===== src/hw/rtl/assert_macros.svh =====
// assertion macros included by piecewise_linear_contrast_stretch.sv
// the synthesis view gets empty bodies
`ifndef ASSERT_MACROS_SVH
`define ASSERT_MACROS_SVH

`ifndef SYNTHESIS
// clocked assertion, switched off while reset is high
`define ASSERT_CLK(label, clk, rst, prop) \
   label: assert property (@(posedge clk) disable iff (rst) prop) \
      else $error("assertion failed");
// clocked assertion that also holds across reset
`define ASSERT_CLK_NR(label, clk, prop) \
   label: assert property (@(posedge clk) prop) \
      else $error("assertion failed");
`else
`define ASSERT_CLK(label, clk, rst, prop)
`define ASSERT_CLK_NR(label, clk, prop)
`endif

`endif


===== src/hw/rtl/pwlcs_pkg.sv =====
package pwlcs_pkg;

   // pixel levels
   localparam int LEVEL_W = 8;
   localparam logic [LEVEL_W-1:0] LEVEL_MAX = 8'd255;

   // knee points: register pairs in the map and the design limit
   localparam int KNEE_REGS = 3;
   localparam int MAX_KNEES = 3;
   localparam int KNEE_LIMIT = (MAX_KNEES < KNEE_REGS) ? MAX_KNEES : KNEE_REGS;
   localparam logic [1:0] KNEE_LIMIT_W = 2'(KNEE_LIMIT);

   // register map, one 32-bit word per register
   localparam int CSR_ADDR_W = 5;
   localparam int CSR_DATA_W = 32;

   typedef enum logic [2:0] {
      REG_KNEE_COUNT = 3'd0,
      REG_KNEE0_IN   = 3'd1,
      REG_KNEE0_OUT  = 3'd2,
      REG_KNEE1_IN   = 3'd3,
      REG_KNEE1_OUT  = 3'd4,
      REG_KNEE2_IN   = 3'd5,
      REG_KNEE2_OUT  = 3'd6
   } csr_index_type;

   // product of two level differences and the quotient width
   localparam int PROD_W = 2 * LEVEL_W;
   localparam int DIV_BITS = PROD_W;

   // pipeline stage positions
   localparam int ST_SEL     = 0;
   localparam int ST_DIFF    = 1;
   localparam int ST_MUL     = 2;
   localparam int ST_DIV0    = 3;
   localparam int ST_RND     = ST_DIV0 + DIV_BITS;
   localparam int ST_OUT     = ST_RND + 1;
   localparam int NUM_STAGES = ST_OUT + 1;

   // one divider stage: partial remainder, dividend bits shifted out
   // while quotient bits shift in, plus what travels alongside
   typedef struct packed {
      logic [LEVEL_W-1:0] rem;
      logic [PROD_W-1:0]  work;
      logic [LEVEL_W-1:0] den;
      logic               neg;
      logic               zero;
      logic [LEVEL_W-1:0] lvl_a;
   } div_type;

endpackage


===== src/hw/rtl/piecewise_linear_contrast_stretch.sv =====
// channel | direction | handshake               | payload
// req     | in        | req_valid / req_ready   | req_gray_in[7:0]
// rsp     | out       | rsp_valid / rsp_ready   | rsp_gray_out[7:0]
// csr     | in / out  | psel, penable, pready   | paddr[4:0], pwdata, prdata
//
// one pixel per clock sustained while the skid buffer is empty
// the restoring divider fills most of the pipeline, one quotient bit per stage (16)
// reset is synchronous and clears all valid bits and restores the knee registers
// a one-entry skid buffer at the output lets the pipeline take a transaction
// in the cycle the output stalls; the pipeline halts only while the skid is full
`include "assert_macros.svh"

module piecewise_linear_contrast_stretch
   import pwlcs_pkg::*;
(
   input  logic                  clock,
   input  logic                  reset,
   input  logic                  req_valid,
   output logic                  req_ready,
   input  logic [LEVEL_W-1:0]    req_gray_in,
   output logic                  rsp_valid,
   input  logic                  rsp_ready,
   output logic [LEVEL_W-1:0]    rsp_gray_out,
   input  logic                  psel,
   input  logic                  penable,
   input  logic                  pwrite,
   input  logic [CSR_ADDR_W-1:0] paddr,
   input  logic [CSR_DATA_W-1:0] pwdata,
   output logic [CSR_DATA_W-1:0] prdata,
   output logic                  pready
);

   // knee registers
   logic [1:0]         knee_count_ff;
   logic [LEVEL_W-1:0] knee_in_ff  [KNEE_REGS];
   logic [LEVEL_W-1:0] knee_out_ff [KNEE_REGS];
   csr_index_type      csr_idx;
   logic               csr_wr;

   assign pready  = 1'b1;
   assign csr_idx = csr_index_type'(paddr[CSR_ADDR_W-1:2]);
   assign csr_wr  = psel & penable & pwrite;

   always_ff @(posedge clock) begin
      if (reset) begin
         knee_count_ff  <= 2'd1;
         knee_in_ff[0]  <= 8'd128;
         knee_out_ff[0] <= 8'd128;
         knee_in_ff[1]  <= 8'd192;
         knee_out_ff[1] <= 8'd192;
         knee_in_ff[2]  <= 8'd224;
         knee_out_ff[2] <= 8'd224;
      end else if (csr_wr) begin
         unique case (csr_idx)
            REG_KNEE_COUNT: knee_count_ff  <= pwdata[1:0];
            REG_KNEE0_IN:   knee_in_ff[0]  <= pwdata[LEVEL_W-1:0];
            REG_KNEE0_OUT:  knee_out_ff[0] <= pwdata[LEVEL_W-1:0];
            REG_KNEE1_IN:   knee_in_ff[1]  <= pwdata[LEVEL_W-1:0];
            REG_KNEE1_OUT:  knee_out_ff[1] <= pwdata[LEVEL_W-1:0];
            REG_KNEE2_IN:   knee_in_ff[2]  <= pwdata[LEVEL_W-1:0];
            REG_KNEE2_OUT:  knee_out_ff[2] <= pwdata[LEVEL_W-1:0];
            default: ;
         endcase
      end
   end

   // register readback
   always_comb begin
      unique case (csr_idx)
         REG_KNEE_COUNT: prdata = {30'b0, knee_count_ff};
         REG_KNEE0_IN:   prdata = {24'b0, knee_in_ff[0]};
         REG_KNEE0_OUT:  prdata = {24'b0, knee_out_ff[0]};
         REG_KNEE1_IN:   prdata = {24'b0, knee_in_ff[1]};
         REG_KNEE1_OUT:  prdata = {24'b0, knee_out_ff[1]};
         REG_KNEE2_IN:   prdata = {24'b0, knee_in_ff[2]};
         REG_KNEE2_OUT:  prdata = {24'b0, knee_out_ff[2]};
         default:        prdata = '0;
      endcase
   end

   // pipeline control: every stage moves while the skid buffer is empty
   logic [NUM_STAGES-1:0] vld_ff;
   logic                  skid_vld_ff;
   logic [LEVEL_W-1:0]    skid_data_ff;
   logic                  pipe_en;

   assign pipe_en   = ~skid_vld_ff;
   assign req_ready = pipe_en;

   always_ff @(posedge clock) begin
      if (reset) begin
         vld_ff <= '0;
      end else if (pipe_en) begin
         vld_ff <= {vld_ff[NUM_STAGES-2:0], req_valid};
      end
   end

   // active knee count, zero counts as one
   logic [1:0] knee_n;
   always_comb begin
      knee_n = (knee_count_ff == 2'd0) ? 2'd1 : knee_count_ff;
      if (knee_n > KNEE_LIMIT_W) begin
         knee_n = KNEE_LIMIT_W;
      end
   end

   // segment select: first active knee at or above the pixel
   logic [1:0]         seg;
   logic [LEVEL_W-1:0] sel_a_in, sel_b_in, sel_c_in, sel_d_in;
   always_comb begin
      seg = knee_n;
      for (int i = KNEE_REGS - 1; i >= 0; i--) begin
         if ((i < int'(knee_n)) && (req_gray_in <= knee_in_ff[i])) begin
            seg = 2'(i);
         end
      end
      // lower end of the segment
      unique case (seg)
         2'd0: begin
            sel_a_in = '0;
            sel_c_in = '0;
         end
         2'd1: begin
            sel_a_in = knee_out_ff[0];
            sel_c_in = knee_in_ff[0];
         end
         2'd2: begin
            sel_a_in = knee_out_ff[1];
            sel_c_in = knee_in_ff[1];
         end
         default: begin
            sel_a_in = knee_out_ff[2];
            sel_c_in = knee_in_ff[2];
         end
      endcase
      // upper end, full scale past the last knee
      sel_b_in = LEVEL_MAX;
      sel_d_in = LEVEL_MAX;
      if (seg != knee_n) begin
         unique case (seg)
            2'd0: begin
               sel_b_in = knee_out_ff[0];
               sel_d_in = knee_in_ff[0];
            end
            2'd1: begin
               sel_b_in = knee_out_ff[1];
               sel_d_in = knee_in_ff[1];
            end
            2'd2: begin
               sel_b_in = knee_out_ff[2];
               sel_d_in = knee_in_ff[2];
            end
            default: begin
               sel_b_in = LEVEL_MAX;
               sel_d_in = LEVEL_MAX;
            end
         endcase
      end
   end

   logic [LEVEL_W-1:0] sel_p_ff, sel_a_ff, sel_b_ff, sel_c_ff, sel_d_ff;
   always_ff @(posedge clock) begin
      if (pipe_en) begin
         sel_p_ff <= req_gray_in;
         sel_a_ff <= sel_a_in;
         sel_b_ff <= sel_b_in;
         sel_c_ff <= sel_c_in;
         sel_d_ff <= sel_d_in;
      end
   end

   // signed differences p-c, b-a, d-c
   logic signed [LEVEL_W:0] dif_pc_ff, dif_ba_ff, dif_dc_ff;
   logic [LEVEL_W-1:0]      dif_a_ff;
   always_ff @(posedge clock) begin
      if (pipe_en) begin
         dif_pc_ff <= $signed({1'b0, sel_p_ff}) - $signed({1'b0, sel_c_ff});
         dif_ba_ff <= $signed({1'b0, sel_b_ff}) - $signed({1'b0, sel_a_ff});
         dif_dc_ff <= $signed({1'b0, sel_d_ff}) - $signed({1'b0, sel_c_ff});
         dif_a_ff  <= sel_a_ff;
      end
   end

   // magnitudes, product and overall sign
   logic [LEVEL_W-1:0] pc_mag, ba_mag, dc_mag;
   assign pc_mag = dif_pc_ff[LEVEL_W] ? LEVEL_W'(-dif_pc_ff) : dif_pc_ff[LEVEL_W-1:0];
   assign ba_mag = dif_ba_ff[LEVEL_W] ? LEVEL_W'(-dif_ba_ff) : dif_ba_ff[LEVEL_W-1:0];
   assign dc_mag = dif_dc_ff[LEVEL_W] ? LEVEL_W'(-dif_dc_ff) : dif_dc_ff[LEVEL_W-1:0];

   logic [PROD_W-1:0]  mul_prod_ff;
   logic [LEVEL_W-1:0] mul_den_ff, mul_a_ff;
   logic               mul_neg_ff, mul_zero_ff;
   always_ff @(posedge clock) begin
      if (pipe_en) begin
         mul_prod_ff <= PROD_W'(pc_mag) * PROD_W'(ba_mag);
         mul_den_ff  <= dc_mag;
         mul_neg_ff  <= dif_pc_ff[LEVEL_W] ^ dif_ba_ff[LEVEL_W] ^ dif_dc_ff[LEVEL_W];
         mul_zero_ff <= (dif_dc_ff == '0);
         mul_a_ff    <= dif_a_ff;
      end
   end

   // restoring divider, one quotient bit per stage
   div_type div_ff [DIV_BITS];
   div_type div_in [DIV_BITS];
   always_comb begin
      div_type            src;
      logic [LEVEL_W:0]   trial;
      for (int k = 0; k < DIV_BITS; k++) begin
         if (k == 0) begin
            src.rem   = '0;
            src.work  = mul_prod_ff;
            src.den   = mul_den_ff;
            src.neg   = mul_neg_ff;
            src.zero  = mul_zero_ff;
            src.lvl_a = mul_a_ff;
         end else begin
            src = div_ff[k-1];
         end
         trial     = {src.rem, src.work[PROD_W-1]};
         div_in[k] = src;
         if (trial >= {1'b0, src.den}) begin
            div_in[k].rem  = LEVEL_W'(trial - {1'b0, src.den});
            div_in[k].work = {src.work[PROD_W-2:0], 1'b1};
         end else begin
            div_in[k].rem  = trial[LEVEL_W-1:0];
            div_in[k].work = {src.work[PROD_W-2:0], 1'b0};
         end
      end
   end

   always_ff @(posedge clock) begin
      if (pipe_en) begin
         for (int k = 0; k < DIV_BITS; k++) begin
            div_ff[k] <= div_in[k];
         end
      end
   end

   // round half to even on the magnitude
   div_type            div_last;
   logic [LEVEL_W:0]   twice_rem;
   logic               rnd_up;
   assign div_last  = div_ff[DIV_BITS-1];
   assign twice_rem = {div_last.rem, 1'b0};
   assign rnd_up    = (twice_rem > {1'b0, div_last.den}) ||
                      ((twice_rem == {1'b0, div_last.den}) && div_last.work[0]);

   logic [PROD_W:0]    rnd_q_ff;
   logic [LEVEL_W-1:0] rnd_a_ff;
   logic               rnd_neg_ff, rnd_zero_ff;
   always_ff @(posedge clock) begin
      if (pipe_en) begin
         rnd_q_ff    <= {1'b0, div_last.work} + (PROD_W + 1)'(rnd_up);
         rnd_a_ff    <= div_last.lvl_a;
         rnd_neg_ff  <= div_last.neg;
         rnd_zero_ff <= div_last.zero;
      end
   end

   // apply the sign, add the segment base and clamp; a zero-width segment gives the base
   logic signed [PROD_W+1:0] q_signed, delta, level_sum;
   logic [LEVEL_W-1:0]       out_in;
   always_comb begin
      q_signed  = $signed({1'b0, rnd_q_ff});
      delta     = rnd_neg_ff ? -q_signed : q_signed;
      level_sum = $signed({{(PROD_W+2-LEVEL_W){1'b0}}, rnd_a_ff}) + delta;
      priority if (rnd_zero_ff) begin
         out_in = rnd_a_ff;
      end else if (level_sum < 0) begin
         out_in = '0;
      end else if (level_sum > $signed({{(PROD_W+2-LEVEL_W){1'b0}}, LEVEL_MAX})) begin
         out_in = LEVEL_MAX;
      end else begin
         out_in = level_sum[LEVEL_W-1:0];
      end
   end

   logic [LEVEL_W-1:0] out_ff;
   always_ff @(posedge clock) begin
      if (pipe_en) begin
         out_ff <= out_in;
      end
   end

   // skid buffer catches the output transaction when the sink stalls
   always_ff @(posedge clock) begin
      if (reset) begin
         skid_vld_ff <= 1'b0;
      end else if (skid_vld_ff) begin
         skid_vld_ff <= ~rsp_ready;
      end else begin
         skid_vld_ff <= vld_ff[ST_OUT] & ~rsp_ready;
      end
   end

   always_ff @(posedge clock) begin
      if (!skid_vld_ff) begin
         skid_data_ff <= out_ff;
      end
   end

   assign rsp_valid    = skid_vld_ff | vld_ff[ST_OUT];
   assign rsp_gray_out = skid_vld_ff ? skid_data_ff : out_ff;

   // checks
   `ASSERT_CLK_NR(a_reset_clears_rsp, clock, reset |=> !rsp_valid)
   `ASSERT_CLK(a_skid_freezes_pipe, clock, reset, skid_vld_ff |=> $stable(vld_ff))
   `ASSERT_CLK(a_skid_only_on_stall, clock, reset, $rose(skid_vld_ff) |-> $past(!rsp_ready))
   `ASSERT_CLK(a_div_rem_below_den, clock, reset, vld_ff[ST_RND-1] && !div_last.zero |-> div_last.rem < div_last.den)

endmodule


===== config.mk =====
export PLATFORM = sky130hd
export DESIGN_NAME = piecewise_linear_contrast_stretch
export DESIGN_NICKNAME = d
export VERILOG_FILES = /design/src/hw/rtl/pwlcs_pkg.sv /design/src/hw/rtl/piecewise_linear_contrast_stretch.sv
export VERILOG_INCLUDE_DIRS = /design/src /design/src/hw/rtl
export SDC_FILE = /design/constraint.sdc
export NUM_CORES = 2
export LEC_CHECK = 0
export BUFFER_PORTS_ARGS = -buffer_cell sky130_fd_sc_hd__buf_2
export CAP_MARGIN = 20
export CORE_UTILIZATION = 40
export DETAILED_ROUTE_END_ITERATION = 8
export SLEW_MARGIN = 20
export SYNTH_ARGS = -nofsm -noshare
export SYNTH_HDL_FRONTEND = slang
export SYNTH_SLANG_ARGS = --single-unit

===== constraint.sdc =====
create_clock -name clock -period 21.2 [get_ports clock]
set_input_delay 4.24 -clock clock [delete_from_list [all_inputs] [get_ports clock]]
set_output_delay 4.24 -clock clock [all_outputs]
set_load 0.01 [all_outputs]

# --- Word-level counts from Yosys, hierarchy flattened ---
# Memory sizes are Yosys's and may differ from the RTL's.
# Index checks and enable logic that the tools add are counted.
totals:
  regBits: 176
  latchBits: 0
  ramBits: 720
  rom_bits: 0
  input_bits: 52
  output_inout_bits: 43
  mem_count: 3
memory_table:
  columns: ["memory", "depth", "word_bits", "read_ports", "rd_clocked_by_memory_dff", "write_ports", "line", "rtl"]
  rows:
  - ["div_ff", 16, 42, 16, 0, 16, "piecewise_linear_contrast_stretch.sv:204", "div_type div_ff [DIV_BITS];"]
  - ["knee_in_ff", 3, 8, 3, 0, 3, "piecewise_linear_contrast_stretch.sv:35", "logic [LEVEL_W-1:0] knee_in_ff [KNEE_REGS];"]
  - ["knee_out_ff", 3, 8, 3, 0, 3, "piecewise_linear_contrast_stretch.sv:36", "logic [LEVEL_W-1:0] knee_out_ff [KNEE_REGS];"]
op_classes:
  add_sub_neg: 25
  multipliers: 1
  div: 0
  magnitude_cmp: 26
  eq_ne: 10
  n_shift: 0
  n_mux: 68
  bitwise: 14
  reduce_logical: 10
op_table:
  columns: ["operator", "n"]
  rows:
  - ["24-bit two-way mux", 16]
  - ["9-bit by 8-bit >= comparator with 1-bit output", 15]
  - ["8-bit subtractor", 15]
  - ["8-bit two-way mux", 13]
  - ["8-bit one-hot mux with 3 select lines", 4]
  - ["8-bit one-hot mux with 7 select lines", 1]
  - ["1-bit two-way mux", 28]
  - ["8-bit by 8-bit subtractor with 9-bit output", 3]
  - ["8-bit less-or-equal comparator", 3]
  - ["8-bit negation", 3]
  - ["9-bit by 18-bit adder with 18-bit output", 1]
  - ["18-bit by 9-bit > comparator with 1-bit output, second input constant", 1]
  - ["18-bit by 1-bit less-than comparator with 1-bit output, second input constant", 1]
  - ["18-bit two-way mux", 1]
  - ["17-bit negation with 18-bit output", 1]
  - ["16-bit by 1-bit adder with 17-bit output", 1]
  - ["8-bit by 8-bit multiplier with 16-bit output", 1]
  - ["2-bit two-way mux", 5]
  - ["3-bit equality test, second input constant", 3]
  - ["9-bit by 8-bit equality test with 1-bit output", 1]
  - ["9-bit by 8-bit > comparator with 1-bit output", 1]
  - ["9-bit zero test", 1]
  - ["1-bit by 8-bit >= comparator with 1-bit output", 1]
  - ["1-bit by 8-bit subtractor with 8-bit output", 1]
  - ["17 further kinds", 33]

# --- Logic depth before layout (Yosys ltp) ---
depth:
  word_depth: 11
  ltp_mapped: 22

# --- Least setup slack after synthesis ---
# OpenSTA, ideal clock, no wires.
synth_path:
  path_kind: "reg-to-output"
  startpoint: "register skid_vld_ff"
  endpoint: "output port req_ready"
  arrival_ns: 16.457
  required_ns: 16.960
  setup_slack_ns: 0.503
  stages_incl_launch_ff: 4
  n_path_buf: 2
  cell_sequence: "dfxtp_1 -> clkbuf_1 -> buf_1 -> inv_1"
synth_via:
  elab_chain_cells: 1
synth_rtl:
  columns: ["element", "line", "rtl"]
  rows:
  - ["from (decl)", "piecewise_linear_contrast_stretch.sv:83", "logic skid_vld_ff;"]
  - ["from (signal assigned)", "piecewise_linear_contrast_stretch.sv:291", "skid_vld_ff <= ~rsp_ready;"]
  - ["from (signal assigned)", "piecewise_linear_contrast_stretch.sv:293", "skid_vld_ff <= vld_ff[ST_OUT] & ~rsp_ready;"]
  - ["1-bit NOT", "piecewise_linear_contrast_stretch.sv:87", "assign pipe_en = ~skid_vld_ff;"]
  - ["to (decl)", "piecewise_linear_contrast_stretch.sv:19", "output logic req_ready,"]
# Every way passes these cells.

# --- Worst setup path in the final report ---
layout_path:
  startpoint: "input port paddr[3]"
  endpoint: "output port prdata[2]"
layout_via:
  elab_chain_cells: 2
  word_cells_on_any_way: 8
layout_rtl:
  columns: ["element", "line", "rtl"]
  rows:
  - ["from (decl)", "piecewise_linear_contrast_stretch.sv:27", "input logic [CSR_ADDR_W-1:0] paddr,"]
  - ["3-bit equality test, or another cell as far along", "piecewise_linear_contrast_stretch.sv:69", "unique case (csr_idx)"]
  - ["8-bit one-hot mux with 7 select lines (*)", "piecewise_linear_contrast_stretch.sv:69", null]
  - ["to (decl)", "piecewise_linear_contrast_stretch.sv:29", "output logic [CSR_DATA_W-1:0] prdata,"]
# Every way passes the cells marked *; elsewhere a longest branch is shown, timed or not.

==> key figures <==
Logic synthesis
  • Post-Synth Adder-Cell Area: 9.803%
  • Main combinational cell family by area after synthesis: adder cells
  • Post-synthesis simple-gate area fraction: 6.639%
  • Post-synthesis mux area share: 4.134%
  • Compound-gate portion of the synthesized area: 6.905%
  • Main flop type after synthesis: edfxtp_1
  • Async set or reset register ratio after synthesis: 0%
  • Synthesized area: 40460 µm²
  • EDFF count, synth: 864
  • #FFs+latches synth: 896
  • Mean Syn Cell Area: 14.22 µm²
  • Netlist cell types: 66
  • Ys Warns: 0
  • Post-Syn Instances: 2845
  • Xor/xnor cell area share of the yosys netlist: 2.749%
  • Seq/Total Area, Yosys: 65.71%

Critical path
  • Reg2reg path depth: 20
  • Reg2reg end: mul_prod_ff[15]$_DFFE_PN_
  • CP Launch Point: paddr[3]
  • CP Capture Point: prdata[2]
  • CP cell instances: buf_2 -> nor2b_1 -> a221oi_1 -> o21ai_0 -> buf_2
  • Crit path depth: 5
  • WP buf/inv: 2
  • Crit. End Element: output pin
  • R2R Setup Slk: 14.91 ns
  • Most used cell, CP: buf_2
  • Critical path class: in2out
  • Arrival @ worst endpoint: 6.00 ns
  • FF-to-FF Start: dif_ba_ff[0]$_DFFE_PN_
  • Critical Path Start Type: input port
  • Worst-path fanout max: 23
  • Largest delay contributor family on the critical path: compound AO/OA/AOI/OAI gates
  • Crit path largest cell delay: 0.56 ns
  • Worst EP required: 16.96 ns
  • Slowest cell on the critical path: nor2b_1

Clocking
  • CTS max path bufs: 3
  • CTS Buf Count: 94
  • Post_cts resized: 0
  • Postcts setup bufs: 0
  • CTS tree: yes
  • CTS H-tree lvls: 3
  • Clock Pin Slew Worst Setup and Hold Paths: 0.06 ns
  • Clk_lat worst skew: 0.64 ns
  • # clock sinks: 896
  • Clk root buf: clkbuf_16
  • Hold-fix buffers, CTS: 0

Timing
  • Period utilisation layout: 48.32%
  • Fin. Hold Viols: 0
  • Fin Clk Skew: 0.02667 ns
  • Setup violators final: 0
  • Final setup margin: 10.96 ns
  • Setup TNS: 0 ns
  • Slew Limit Headroom: 20.63%
  • Max Clk Rate: 97.62 MHz
  • Crit path time final: 10.24 ns
  • Max Slew Vio Count: 0
  • Measured slew at the worst slew-check pin: 1.190 ns
  • RSZ-0062 raised after global routing: false

Min path
  • Hold WC Path Type: reg2reg
  • Worst hold start: div_ff[1][231]$_DFFE_PN_

Floorplan
  • Starting Density: 40.40%
  • Die Y-Extent: 320.0 µm
  • Total core area: 100100 µm²
  • Cell row count: 116
  • Ports: 95
  • Die area: 102400 µm²
  • Die W: 320.0 µm

Finish
  • Share of cells above drive strength 1: 10.42%
  • Reg area: 26590 µm²
  • Final nets: 3291
  • Post-route design area: 45190 µm²
  • # diodes: 0
  • Final Core Density: 45.12%
  • Footprint of the multi-input gates: 12350 µm²
  • Fillers: 8751
  • Area delta synth->final: 11.69%

Detailed routing
  • Drt via density: 4.982
  • DR vias: 21570
  • Final ANT Viol Nets: 0
  • DRT Pass-1 Iters: 5
  • Routed WL per cell: 15.87 µm
  • Iteration-0 DRC Markers: 1354
  • Drt drc: 0
  • WL final: 68.72 mm

Run status
  • Status: complete, no violations

GRT
  • Antenna violations before repair: 0
  • Vias in the first global route: 22490
  • Grt total ovfl: 0
  • Largest net degree at the start of global routing: 209
  • First-pass GRT wire length: 112.6 mm
  • GRT Util Overall: 13.58%

Place
  • Pre-CTS setup slack: 11.06 ns
  • Dpl hpwl: 48.13 mm
  • Placed instance area: 42180 µm²
  • Gp weighted congestion: 0.8826
  • Buffers added on ports: 43

Run
  • Maxcap violations: 0
[worst reg2reg max path, delay by kind of cell, from the launching register on]
family	cells	cell delay (ns)
and+or+nand+nor	2	0.33
xor gates and xnor gates	2	0.85
buffers and inverters	4	0.46
DFF	1	0.44
adders and majority gates	6	2.69
AOI/OAI and AO/OA	6	1.24
[sequential cells by signal, indices dropped and copies added, names as in the netlist, 2 cells and up]
signal / cells
mul_den_ff: 8
sel_c_ff: 8
mul_a_ff: 8
sel_p_ff: 8
knee_out_ff: 24
out_ff: 8
sel_a_ff: 8
dif_dc_ff: 9
vld_ff: 21
sel_b_ff: 8
dif_a_ff: 8
sel_d_ff: 8
dif_pc_ff: 9
mul_prod_ff: 16
knee_count_ff: 2
dif_ba_ff: 9
skid_data_ff: 8
rnd_q_ff: 17
rnd_a_ff: 8
div_ff: 672
knee_in_ff: 24
[stage by stage]
stage	hold slack [ns]	cells
after floorplan	0.4003	2868
after global routing	0.4075	4330
after CTS	0.3912	4329
final	0.4012	4330
after global placement	0.4001	4156
after detailed placement	0.4045	4156
[cells by family (layout without fill, tap and decap cells)]
| logic type | Yosys count | after routing |
|---|---|---|
| compound gates | 414 | 414 |
| mux | 156 | 156 |
| buf+inv | 407 | 571 |
| fa+ha+maj | 284 | 284 |
| other cells | 2 | 25 |
| xor+xnor | 127 | 127 |
| simple gates | 559 | 559 |
| flops | 896 | 896 |
[how the worst min path moves through the flow]
| stage | end | cells past startpoint |
|---|---|---|
| floorplan | div_ff[0][0]$_DFFE_PN_ | 0 |
| global placement | div_ff[1][277]$_DFFE_PN_ | 0 |
| detailed placement | div_ff[0][110]$_DFFE_PN_ | 0 |
| CTS | div_ff[1][274]$_DFFE_PN_ | 0 |
| global route | div_ff[1][274]$_DFFE_PN_ | 0 |
| finish | div_ff[1][274]$_DFFE_PN_ | 0 |
[layout make-up]
cell class / count / area share (%)
flip-flops and latches: 896 / 58.83
clock buffers: 111 / 5.441
repair buffers: 56 / 0.7918
inverters: 342 / 2.857
multi-input cells: 1565 / 27.32
clock inverters: 62 / 1.166
well taps: 1298 / 3.594
[placed cells by master (no fill, tap or decap), types with 67 or more instances in the layout]
cell / instances
nand2_1: 79
inv_1: 338
ha_1: 229
mux2i_1: 67
mux2_2: 89
clkbuf_16: 96
edfxtp_1: 864
nor2_1: 261
o21ai_0: 111
xnor2_1: 82
[per-layer routing]
layer	vias up	wire (µm)	GRT usage, %
li1	10510	-	-
met4	0	2146	5.242
met5	-	0	0
met1	10530	28470	16.10
met2	393	35550	24.41
met3	141	2545	2.343
[cell usage after synthesis (all sizes together), types with 6 or more instances]
cell | count | area, µm²
edfxtp | 864 | 25940
inv | 339 | 1272
nor2 | 261 | 979.7
ha | 229 | 2865
o21ai | 112 | 564.3
mux2 | 89 | 1002
xnor2 | 82 | 718.2
nand2 | 79 | 296.5
mux2i | 67 | 670.6
a21oi | 65 | 329.1
fa | 55 | 1101
nor2b | 52 | 325.3
xor2 | 45 | 394.1
nand4 | 41 | 256.5
a22oi | 39 | 292.8
a21boi | 35 | 262.8
a21o | 35 | 262.8
buf | 34 | 236.5
nand2b | 34 | 212.7
dfxtp | 32 | 640.6
clkbuf | 31 | 116.4
a211oi | 26 | 195.2
and2 | 20 | 125.1
o211ai | 18 | 135.1
a311oi | 16 | 140.1
a221oi | 13 | 113.9
nand3 | 13 | 65.06
o21a | 12 | 90.09
nor3 | 11 | 60.06
or2 | 11 | 68.82
o41ai | 9 | 135.1
or3 | 9 | 56.30
o31ai | 8 | 60.06
and3 | 6 | 37.54
or4 | 6 | 45.04
Power is left out: the tool's default activity adds up to more than one toggle a clock period on the data nets, which glitch-free logic cannot reach.
